File: config.mk
export PLATFORM = sky130hd
export DESIGN_NAME = color_value_parse_quantize
export DESIGN_NICKNAME = d
export VERILOG_FILES = /design/src/hw/rtl/cvpq_pkg.sv /design/src/hw/rtl/cvpq_front.sv /design/src/hw/rtl/cvpq_queue.sv /design/src/hw/rtl/cvpq_back.sv /design/src/hw/rtl/color_value_parse_quantize.sv
export SDC_FILE = /design/constraint.sdc
export NUM_CORES = 2
export LEC_CHECK = 0
export ABC_AREA = 1
export BUFFER_PORTS_ARGS = -buffer_cell sky130_fd_sc_hd__buf_2
export CAP_MARGIN = 20
export CELL_PAD_IN_SITES_DETAIL_PLACEMENT = 0
export CELL_PAD_IN_SITES_GLOBAL_PLACEMENT = 1
export CORE_MARGIN = 2
export CORE_UTILIZATION = 25
export CTS_CLUSTER_DIAMETER = 100
export DETAILED_ROUTE_END_ITERATION = 6
export GPL_TIMING_DRIVEN = 0
export PLACE_DENSITY = 0.44
export SYNTH_ARGS = -nofsm -noshare
export SYNTH_HDL_FRONTEND = slang
export SYNTH_HIERARCHICAL = 1
export SYNTH_SLANG_ARGS = --single-unit
File: constraint.sdc
create_clock -name clk -period 20.7 [get_ports clk]
set_input_delay 4.14 -clock clk [delete_from_list [all_inputs] [get_ports clk]]
set_output_delay 4.14 -clock clk [all_outputs]
set_load 0.01 [all_outputs]
File: src/hw/rtl/cvpq_pkg.sv
`default_nettype none
package cvpq_pkg;

  localparam logic [1:0] MODE_START = 2'd0;
  localparam logic [1:0] MODE_HEX   = 2'd1;
  localparam logic [1:0] MODE_NAME  = 2'd2;

  localparam int NAME_COUNT = 24;
  localparam int PAL_COUNT  = 16;
  localparam int NAME_MAX   = 12;
  localparam int DIST_W     = 18;

  localparam logic [7:0] CHAR_HASH = 8'h23;
  localparam logic [2:0] HEX_SHORT = 3'd3;
  localparam logic [2:0] HEX_LONG  = 3'd6;
  localparam logic [2:0] HEX_SAT   = 3'd7;
  localparam logic [3:0] POS_SAT   = 4'd15;

  localparam int JOB_DEPTH = 2;

  typedef struct packed {
    logic [1:0]            mode;
    logic [2:0]            hex_count;
    logic                  hex_stopped;
    logic [23:0]           hex_digits;
    logic [NAME_COUNT-1:0] cand;
    logic [3:0]            pos;
    logic                  term;
  } parse_t;

  typedef struct packed {
    logic [1:0]            mode;
    logic [2:0]            hex_count;
    logic [23:0]           hex_digits;
    logic [NAME_COUNT-1:0] cand;
    logic [3:0]            pos;
  } job_t;

  function automatic logic [7:0] pal_chan(input logic [3:0] i, input logic [1:0] ch);
    logic [23:0] p;
    unique case (i)
      4'd0:  p = 24'h000000;
      4'd1:  p = 24'h0000AA;
      4'd2:  p = 24'h00AA00;
      4'd3:  p = 24'h00AAAA;
      4'd4:  p = 24'hAA0000;
      4'd5:  p = 24'hAA00AA;
      4'd6:  p = 24'hAA5500;
      4'd7:  p = 24'hAAAAAA;
      4'd8:  p = 24'h555555;
      4'd9:  p = 24'h5555FF;
      4'd10: p = 24'h55FF55;
      4'd11: p = 24'h55FFFF;
      4'd12: p = 24'hFF5555;
      4'd13: p = 24'hFF55FF;
      4'd14: p = 24'hFFFF55;
      default: p = 24'hFFFFFF;
    endcase
    unique case (ch)
      2'd0: return p[23:16];
      2'd1: return p[15:8];
      default: return p[7:0];
    endcase
  endfunction

  function automatic logic [8*NAME_MAX-1:0] name_text(input logic [4:0] k);
    unique case (k)
      5'd0:  return "black";
      5'd1:  return "blue";
      5'd2:  return "green";
      5'd3:  return "cyan";
      5'd4:  return "aqua";
      5'd5:  return "red";
      5'd6:  return "magenta";
      5'd7:  return "purple";
      5'd8:  return "brown";
      5'd9:  return "gray";
      5'd10: return "grey";
      5'd11: return "lightgray";
      5'd12: return "lightgrey";
      5'd13: return "darkgray";
      5'd14: return "darkgrey";
      5'd15: return "lightblue";
      5'd16: return "lightgreen";
      5'd17: return "lightcyan";
      5'd18: return "lightred";
      5'd19: return "crimson";
      5'd20: return "pink";
      5'd21: return "lightmagenta";
      5'd22: return "yellow";
      5'd23: return "white";
      default: return '0;
    endcase
  endfunction

  function automatic logic [3:0] name_len(input logic [4:0] k);
    unique case (k)
      5'd0, 5'd2, 5'd8, 5'd23:                  return 4'd5;
      5'd1, 5'd3, 5'd4, 5'd9, 5'd10, 5'd20:     return 4'd4;
      5'd5:                                     return 4'd3;
      5'd6, 5'd19:                              return 4'd7;
      5'd7, 5'd22:                              return 4'd6;
      5'd11, 5'd12, 5'd15, 5'd17:               return 4'd9;
      5'd13, 5'd14, 5'd18:                      return 4'd8;
      5'd16:                                    return 4'd10;
      5'd21:                                    return 4'd12;
      default:                                  return 4'd0;
    endcase
  endfunction

  function automatic logic [3:0] name_index(input logic [4:0] k);
    unique case (k)
      5'd0:  return 4'd0;
      5'd1:  return 4'd1;
      5'd2:  return 4'd2;
      5'd3, 5'd4: return 4'd3;
      5'd5:  return 4'd4;
      5'd6, 5'd7: return 4'd5;
      5'd8:  return 4'd6;
      5'd9, 5'd10, 5'd11, 5'd12: return 4'd7;
      5'd13, 5'd14: return 4'd8;
      5'd15: return 4'd9;
      5'd16: return 4'd10;
      5'd17: return 4'd11;
      5'd18, 5'd19: return 4'd12;
      5'd20, 5'd21: return 4'd13;
      5'd22: return 4'd14;
      default: return 4'd15;
    endcase
  endfunction

  function automatic logic [23:0] name_rgb(input logic [4:0] k);
    unique case (k)
      5'd0:  return 24'h000000;
      5'd1:  return 24'h0000FF;
      5'd2:  return 24'h008000;
      5'd3, 5'd4: return 24'h00FFFF;
      5'd5:  return 24'hFF0000;
      5'd6:  return 24'hFF00FF;
      5'd7:  return 24'h800080;
      5'd8:  return 24'hA52A2A;
      5'd9, 5'd10: return 24'h808080;
      5'd11, 5'd12: return 24'hD3D3D3;
      5'd13, 5'd14: return 24'hA9A9A9;
      5'd15: return 24'hADD8E6;
      5'd16: return 24'h90EE90;
      5'd17: return 24'hE0FFFF;
      5'd18: return 24'hFF5555;
      5'd19: return 24'hDC143C;
      5'd20: return 24'hFFC0CB;
      5'd21: return 24'hFF77FF;
      5'd22: return 24'hFFFF00;
      default: return 24'hFFFFFF;
    endcase
  endfunction

  function automatic logic [7:0] name_char(input logic [4:0] k, input logic [3:0] pos);
    logic [8*NAME_MAX-1:0] s;
    logic [3:0]            len;
    logic [3:0]            sel;
    s   = name_text(k);
    len = name_len(k);
    sel = len - pos - 4'd1;
    if (pos < len) begin
      return s[8*sel +: 8];
    end
    return 8'h00;
  endfunction

  function automatic logic [4:0] hex_value(input logic [7:0] c);
    if (c >= 8'h30 && c <= 8'h39) begin
      return {1'b1, 4'(c - 8'h30)};
    end
    if (c >= 8'h61 && c <= 8'h66) begin
      return {1'b1, 4'(c - 8'h57)};
    end
    if (c >= 8'h41 && c <= 8'h46) begin
      return {1'b1, 4'(c - 8'h37)};
    end
    return 5'd0;
  endfunction

endpackage
`default_nettype wire

File: src/hw/rtl/cvpq_front.sv
`default_nettype none
module cvpq_front (
  input  wire logic          clk,
  input  wire logic          rst,
  input  wire logic          in_valid,
  output logic               in_stall,
  input  wire logic [7:0]    char_byte,
  input  wire logic          last_char,
  input  wire logic          job_full,
  output logic               job_push,
  output cvpq_pkg::job_t     job
);
  import cvpq_pkg::*;

  parse_t st;
  parse_t st_next;
  parse_t st_reset;
  logic   accept;
  logic [7:0] lc;
  logic [4:0] hv;

  assign in_stall = job_full;
  assign accept   = in_valid && !in_stall;
  assign job_push = accept && last_char;

  always_comb begin
    st_reset             = '0;
    st_reset.mode        = MODE_START;
    st_reset.cand        = '1;
  end

  always_comb begin
    st_next = st;
    lc      = char_byte;
    if (char_byte >= 8'h41 && char_byte <= 8'h5A) begin
      lc = char_byte + 8'd32;
    end
    hv = hex_value(char_byte);
    if (!st.term) begin
      if (char_byte == 8'h00) begin
        st_next.term = 1'b1;
      end else if (st.mode == MODE_START && char_byte == CHAR_HASH) begin
        st_next.mode = MODE_HEX;
      end else if (st.mode == MODE_HEX) begin
        if (!st.hex_stopped) begin
          if (!hv[4]) begin
            st_next.hex_stopped = 1'b1;
          end else begin
            if (st.hex_count < HEX_LONG) begin
              st_next.hex_digits = {st.hex_digits[19:0], hv[3:0]};
            end
            if (st.hex_count < HEX_SAT) begin
              st_next.hex_count = st.hex_count + 3'd1;
            end
          end
        end
      end else begin
        st_next.mode = MODE_NAME;
        for (int k = 0; k < NAME_COUNT; k++) begin
          if (name_char(5'(k), st.pos) != lc) begin
            st_next.cand[k] = 1'b0;
          end
        end
        if (st.pos < POS_SAT) begin
          st_next.pos = st.pos + 4'd1;
        end
      end
    end
  end

  always_comb begin
    job.mode       = st_next.mode;
    job.hex_count  = st_next.hex_count;
    job.hex_digits = st_next.hex_digits;
    job.cand       = st_next.cand;
    job.pos        = st_next.pos;
  end

  always_ff @(posedge clk) begin
    if (rst) begin
      st <= st_reset;
    end else if (accept) begin
      if (last_char) begin
        st <= st_reset;
      end else begin
        st <= st_next;
      end
    end
  end

endmodule
`default_nettype wire

File: src/hw/rtl/cvpq_queue.sv
`default_nettype none
module cvpq_queue (
  input  wire logic           clk,
  input  wire logic           rst,
  input  wire logic           push,
  input  wire cvpq_pkg::job_t push_job,
  output logic                full,
  input  wire logic           pop,
  output logic                avail,
  output cvpq_pkg::job_t      head
);
  import cvpq_pkg::*;

  job_t       slots [JOB_DEPTH];
  logic       wr_ptr;
  logic       rd_ptr;
  logic [1:0] count;

  assign full  = (count == 2'(JOB_DEPTH));
  assign avail = (count != 2'd0);
  assign head  = slots[rd_ptr];

  always_ff @(posedge clk) begin
    if (push) begin
      slots[wr_ptr] <= push_job;
    end
  end

  always_ff @(posedge clk) begin
    if (rst) begin
      wr_ptr <= 1'b0;
      rd_ptr <= 1'b0;
      count  <= 2'd0;
    end else begin
      if (push) begin
        wr_ptr <= !wr_ptr;
      end
      if (pop) begin
        rd_ptr <= !rd_ptr;
      end
      unique case ({push, pop})
        2'b10:   count <= count + 2'd1;
        2'b01:   count <= count - 2'd1;
        default: count <= count;
      endcase
    end
  end

endmodule
`default_nettype wire

File: src/hw/rtl/cvpq_back.sv
`default_nettype none
module cvpq_back (
  input  wire logic           clk,
  input  wire logic           rst,
  input  wire logic           job_avail,
  input  wire cvpq_pkg::job_t job,
  output logic                job_pop,
  output logic                out_valid,
  input  wire logic           out_stall,
  output logic                color_valid,
  output logic [3:0]          palette_index,
  output logic [23:0]         exact_rgb
);
  import cvpq_pkg::*;

  logic        s1_v;
  logic        s1_ok;
  logic        s1_hex;
  logic [3:0]  s1_idx;
  logic [23:0] s1_rgb;

  logic        s2_v;
  logic        s2_ok;
  logic        s2_hex;
  logic [3:0]  s2_idx;
  logic [23:0] s2_rgb;
  logic [DIST_W-1:0] s2_dist [PAL_COUNT];

  logic en_out;
  logic en2;
  logic en1;

  logic        r_ok;
  logic        r_hex;
  logic [3:0]  r_idx;
  logic [23:0] r_rgb;

  logic [DIST_W-1:0] d_calc [PAL_COUNT];

  logic [DIST_W-1:0] t_d [4][PAL_COUNT];
  logic [3:0]        t_i [4][PAL_COUNT];
  logic [3:0]        near;

  assign en_out  = !out_valid || !out_stall;
  assign en2     = !s2_v || en_out;
  assign en1     = !s1_v || en2;
  assign job_pop = job_avail && en1;

  always_comb begin
    r_ok  = 1'b0;
    r_hex = 1'b0;
    r_idx = 4'd0;
    r_rgb = 24'd0;
    if (job.mode == MODE_HEX) begin
      r_hex = 1'b1;
      if (job.hex_count == HEX_SHORT) begin
        r_ok  = 1'b1;
        r_rgb = {job.hex_digits[11:8], job.hex_digits[11:8],
                 job.hex_digits[7:4], job.hex_digits[7:4],
                 job.hex_digits[3:0], job.hex_digits[3:0]};
      end else if (job.hex_count == HEX_LONG) begin
        r_ok  = 1'b1;
        r_rgb = job.hex_digits;
      end
    end else if (job.mode == MODE_NAME) begin
      for (int k = NAME_COUNT - 1; k >= 0; k--) begin
        if (job.cand[k] && name_len(5'(k)) == job.pos) begin
          r_ok  = 1'b1;
          r_idx = name_index(5'(k));
          r_rgb = name_rgb(5'(k));
        end
      end
    end
  end

  always_comb begin
    logic [7:0]  p;
    logic [7:0]  v;
    logic [7:0]  dd;
    logic [15:0] sq;
    for (int i = 0; i < PAL_COUNT; i++) begin
      d_calc[i] = '0;
      for (int ch = 0; ch < 3; ch++) begin
        p  = pal_chan(4'(i), 2'(ch));
        v  = s1_rgb[8*(2-ch) +: 8];
        dd = (v > p) ? v - p : p - v;
        sq = dd * dd;
        d_calc[i] = d_calc[i] + DIST_W'(sq);
      end
    end
  end

  always_comb begin
    for (int i = 0; i < PAL_COUNT; i++) begin
      t_d[0][i] = s2_dist[i];
      t_i[0][i] = 4'(i);
    end
    for (int l = 1; l < 4; l++) begin
      for (int i = 0; i < PAL_COUNT; i++) begin
        t_d[l][i] = '0;
        t_i[l][i] = '0;
      end
      for (int i = 0; i < (PAL_COUNT >> l); i++) begin
        if (t_d[l-1][2*i+1] < t_d[l-1][2*i]) begin
          t_d[l][i] = t_d[l-1][2*i+1];
          t_i[l][i] = t_i[l-1][2*i+1];
        end else begin
          t_d[l][i] = t_d[l-1][2*i];
          t_i[l][i] = t_i[l-1][2*i];
        end
      end
    end
    near = (t_d[3][1] < t_d[3][0]) ? t_i[3][1] : t_i[3][0];
  end

  always_ff @(posedge clk) begin
    if (en1) begin
      s1_ok  <= r_ok;
      s1_hex <= r_hex;
      s1_idx <= r_idx;
      s1_rgb <= r_rgb;
    end
    if (en2) begin
      s2_ok  <= s1_ok;
      s2_hex <= s1_hex;
      s2_idx <= s1_idx;
      s2_rgb <= s1_rgb;
      for (int i = 0; i < PAL_COUNT; i++) begin
        s2_dist[i] <= d_calc[i];
      end
    end
    if (en_out) begin
      color_valid   <= s2_ok;
      exact_rgb     <= s2_rgb;
      palette_index <= !s2_ok ? 4'd0 : (s2_hex ? near : s2_idx);
    end
  end

  always_ff @(posedge clk) begin
    if (rst) begin
      s1_v      <= 1'b0;
      s2_v      <= 1'b0;
      out_valid <= 1'b0;
    end else begin
      if (en1) begin
        s1_v <= job_pop;
      end
      if (en2) begin
        s2_v <= s1_v;
      end
      if (en_out) begin
        out_valid <= s2_v;
      end
    end
  end

endmodule
`default_nettype wire

File: src/hw/rtl/color_value_parse_quantize.sv
// throughput: one character per cycle while the job queue is not full, and one result
// per cycle through the back pipeline while out_stall does not hold the output
// the front takes characters until the 2-entry job queue is full
// back pipeline: result select, palette distances, min-search tree into the output register
// reset (rst, synchronous): parse state to start of value, queue and pipeline emptied
`default_nettype none
module color_value_parse_quantize (
  input  wire logic        clk,
  input  wire logic        rst,
  input  wire logic        in_valid,
  output logic             in_stall,
  input  wire logic [7:0]  char_byte,
  input  wire logic        last_char,
  output logic             out_valid,
  input  wire logic        out_stall,
  output logic             color_valid,
  output logic [3:0]       palette_index,
  output logic [23:0]      exact_rgb
);
  import cvpq_pkg::*;

  logic job_full;
  logic job_push;
  job_t push_job;
  logic job_pop;
  logic job_avail;
  job_t head_job;

  cvpq_front u_front (
    .clk       (clk),
    .rst       (rst),
    .in_valid  (in_valid),
    .in_stall  (in_stall),
    .char_byte (char_byte),
    .last_char (last_char),
    .job_full  (job_full),
    .job_push  (job_push),
    .job       (push_job)
  );

  cvpq_queue u_queue (
    .clk      (clk),
    .rst      (rst),
    .push     (job_push),
    .push_job (push_job),
    .full     (job_full),
    .pop      (job_pop),
    .avail    (job_avail),
    .head     (head_job)
  );

  cvpq_back u_back (
    .clk           (clk),
    .rst           (rst),
    .job_avail     (job_avail),
    .job           (head_job),
    .job_pop       (job_pop),
    .out_valid     (out_valid),
    .out_stall     (out_stall),
    .color_valid   (color_valid),
    .palette_index (palette_index),
    .exact_rgb     (exact_rgb)
  );

endmodule
`default_nettype wire
==> results_dict.tcl <==
set metrics [dict create \
    outcome "complete, no violations" \
    whs_path_depth 0 \
    fillCellCount 28100 \
    cts_setup_buffers 0 \
    period_minus_slack_ns 10.89 \
    worstPathMaxFanout 10 \
    cts_root_buffer "clkbuf_16" \
    hold_viol 0 \
    ys_seq_area_frac 0.238 \
    endpoint_kind "register" \
    drv_cap 0 \
    setup_viol 0 \
    clk_latency_ns 0.71 \
    htree_levels 3 \
    whs_endpoint "u_back/exact_rgb[10]$_DFFE_PP_" \
    reg2regPathDepth 40 \
    ant_nets 0 \
    finalCritPeriodShare 0.526 \
    rsz0062_at_grt "false" \
    grt_pass1_wl_mm 348 \
    drc 0 \
    maxSlewHeadroom 0.211 \
    required_ns 21.14 \
    layout-drive-gt1-share 0.0519 \
    r2r-start "u_back/s2_dist[1][71]$_DFFE_PP_" \
    chipHeight_um 513 \
    tns_ns 0 \
    worst_pin_slew_ns 1.18 \
    finalWirelength_mm 237 \
    clkTransAtPathRegs_ns 0.06 \
    start_util 0.252 \
    r2r_slack_ns 9.81 \
    crit_path_frequent_cell "nand2_1" \
    startpoint "u_back/s2_dist[1][71]$_DFFE_PP_" \
    portBuffers 42 \
    die_w_um 513 \
    synth_area_leaders "edfxtp_1 22%, ha_1 19%, fa_1 11%" \
    synth-edff-count 469 \
    post_drt_wl_per_cell_um 20.4 \
    worstSetupPathType "reg -> reg" \
    grt_pass1_vias 53700 \
    clockBufferDepth 3 \
    maxSlewViolCount 0 \
    post_cts_resized 0 \
    grt_max_degree 118 \
    worstPathArrival_ns 11.33 \
    synth_area_sq_um 64800 \
    cts_sinks 536 \
    synth.most_common_cell "nand2_1" \
    gp_congestion 0.838 \
    overflow 0 \
    syn2layout_area_growth_pct 11.2 \
    yosys_warnings 6 \
    synth_top_area_frac 0.217 \
    dp_hpwl_mm 204 \
    grt_antenna_before_repair 35 \
    coreArea_sq_um 257000 \
    cts_tree "built" \
    avgViaCountPerCell 4.54 \
    die-area_sq_um 263000 \
    layout.nets 9519 \
    max_freq_mhz 91.8 \
    drt-initial-drc-count 3051 \
    hp-start "u_back/s2_rgb[10]$_DFFE_PP_" \
    ys_ff_latch 536 \
    yosysTopAreaCell "edfxtp_1" \
    grtUsageTotal 0.179 \
    worstSetupStartpointType "register" \
    critPathMaxStageDelay_ns 0.64 \
    hp-class "reg -> reg" \
    skew_ns 0.0362 \
    pin_count 44 \
    routed-via-count 52700 \
    slowest_stage "o21ai_0" \
    cts_buffers 70 \
    netlist-cell-type-count 69 \
    syn_inst 8018 \
    async_flop_share 0 \
    num_rows 186 \
    first_pass_iters 6 \
    yosys-top-cells-count "1471 x nand2_1, 1319 x inv_1, 992 x ha_1, 652 x a21oi_1, 582 x nor2_1" \
    r2r-end "u_back/palette_index[2]$_SDFFCE_PN0P_" \
    syn_avg_cell_area_sq_um 8.08 \
    ctsHoldBuffers 0 \
    synth_flop_cell "edfxtp_1" \
]
[how the worst max path moves through the flow]
| stage | slack [ns] | cells past startpoint | to |
|---|---|---|---|
| 6_report | 9.81 | 40 | u_back/palette_index[2]$_SDFFCE_PN0P_ |
| 5_1_grt | 8.91 | 41 | u_back/s2_dist[1][88]$_DFFE_PP_ |
| 4_1_cts | 9.52 | 41 | u_back/s2_dist[1][106]$_DFFE_PP_ |
| 3_5_place_dp | 9.50 | 41 | u_back/s2_dist[1][106]$_DFFE_PP_ |
| 3_3_place_gp | 4.01 | 6 | u_back/s1_rgb[5]$_DFFE_PN_ |
| 2_1_floorplan | 8.57 | 5 | u_back/s1_hex$_DFFE_PN_ |
[flip-flops by register name (all words and copies together) (netlist names), named ones only]
register and cells:
u_queue/wr_ptr 1, u_back/exact_rgb 24, u_back/s2_ok 1, u_back/s2_rgb 24, u_queue/slots 114, u_front/st 59, u_queue/rd_ptr 1, u_back/palette_index 4
u_back/s1_idx 4, u_back/s1_hex 1, u_back/s2_dist 266, u_back/color_valid 1, u_back/s1_v 1, u_queue/count 2, u_back/s2_hex 1, u_back/s1_rgb 24
u_back/s2_v 1, u_back/s2_idx 4, u_back/s1_ok 1, u_back/out_valid 1
[area by class of cell]
cell class                 instances  area (sq um)  area share
timing repair buffer              69           646     0.00896
multi-input combinational       5949         43500       0.604
antenna                            4          10.0    0.000139
clock buffer                      91          1860      0.0258
clock inverter                    36           373     0.00518
buffer                           186           867      0.0120
sequential                       536         15400       0.214
tap                             3384          4230      0.0588
inverter                        1361          5120      0.0711
[worst max-delay path: cells and delay by family, from the launching register on]
kind	cells	cell delay, ns
buffers and inverters	8	2.20
AND/OR/NAND/NOR	21	4.04
AO/OA/AOI/OAI	7	2.39
flip-flops	1	0.46
adder cells (fa/ha/maj)	4	1.47
[through the flow]
| stage | area, sq um | worst slack [ns] | hold WS (ns) | instances | util |
|---|---|---|---|---|---|
| after floorplan | 64900 | 8.57 | 0.400 | 8032 | - |
| after global placement | 69300 | 4.01 | 0.404 | 11500 | 0.269 |
| after detailed placement | 69800 | 9.50 | 0.405 | 11500 | 0.271 |
| after CTS | 72000 | 9.52 | 0.418 | 11600 | 0.280 |
| after global routing | 72000 | 8.91 | 0.422 | 11600 | 0.280 |
| final | 72000 | 9.81 | 0.416 | 11600 | 0.280 |
[layer usage]
| layer | GRT usage | up-vias | share of wire |
|---|---|---|---|
| li1 | - | 26500 | - |
| met1 | 0.258 | 25200 | 0.50 |
| met2 | 0.284 | 786 | 0.44 |
| met3 | 0.0163 | 195 | 0.029 |
| met4 | 0.0443 | 2 | 0.025 |
| met5 | 0 | - | 0.000055 |
[cells in the final DEF, fill, tap and decap left out, types with 16 or more instances in the layout]
cell,n
dfxtp_1,67
o21ai_2,28
buf_1,19
and2_1,16
edfxtp_1,469
nand2_2,29
mux2_2,27
buf_6,19
mux2_4,30
clkinv_1,26
nor3_1,25
inv_2,28
o21ai_1,33
o21bai_1,44
nand4_1,50
clkbuf_1,138
buf_2,68
fa_1,341
nand3b_1,20
nand3_1,324
conb_1,16
a21o_1,38
clkbuf_16,71
o21ai_0,474
nand2_1,1470
xor2_1,452
a21oi_1,652
nor2_1,581
ha_1,992
inv_1,1317
xnor2_1,127
[logic make-up after synthesis]
group	share of synthesized area
AND/OR/NAND/NOR	0.165
buffers and inverters	0.0922
AO/OA/AOI/OAI	0.116
adder cells (fa/ha/maj)	0.297
XOR/XNOR	0.0794
flip-flops	0.238
multiplexers	0.0126
other	0.000116
Power is left out: the tool's default activity adds up to more than one toggle a clock period on the data nets, which glitch-free logic cannot reach.
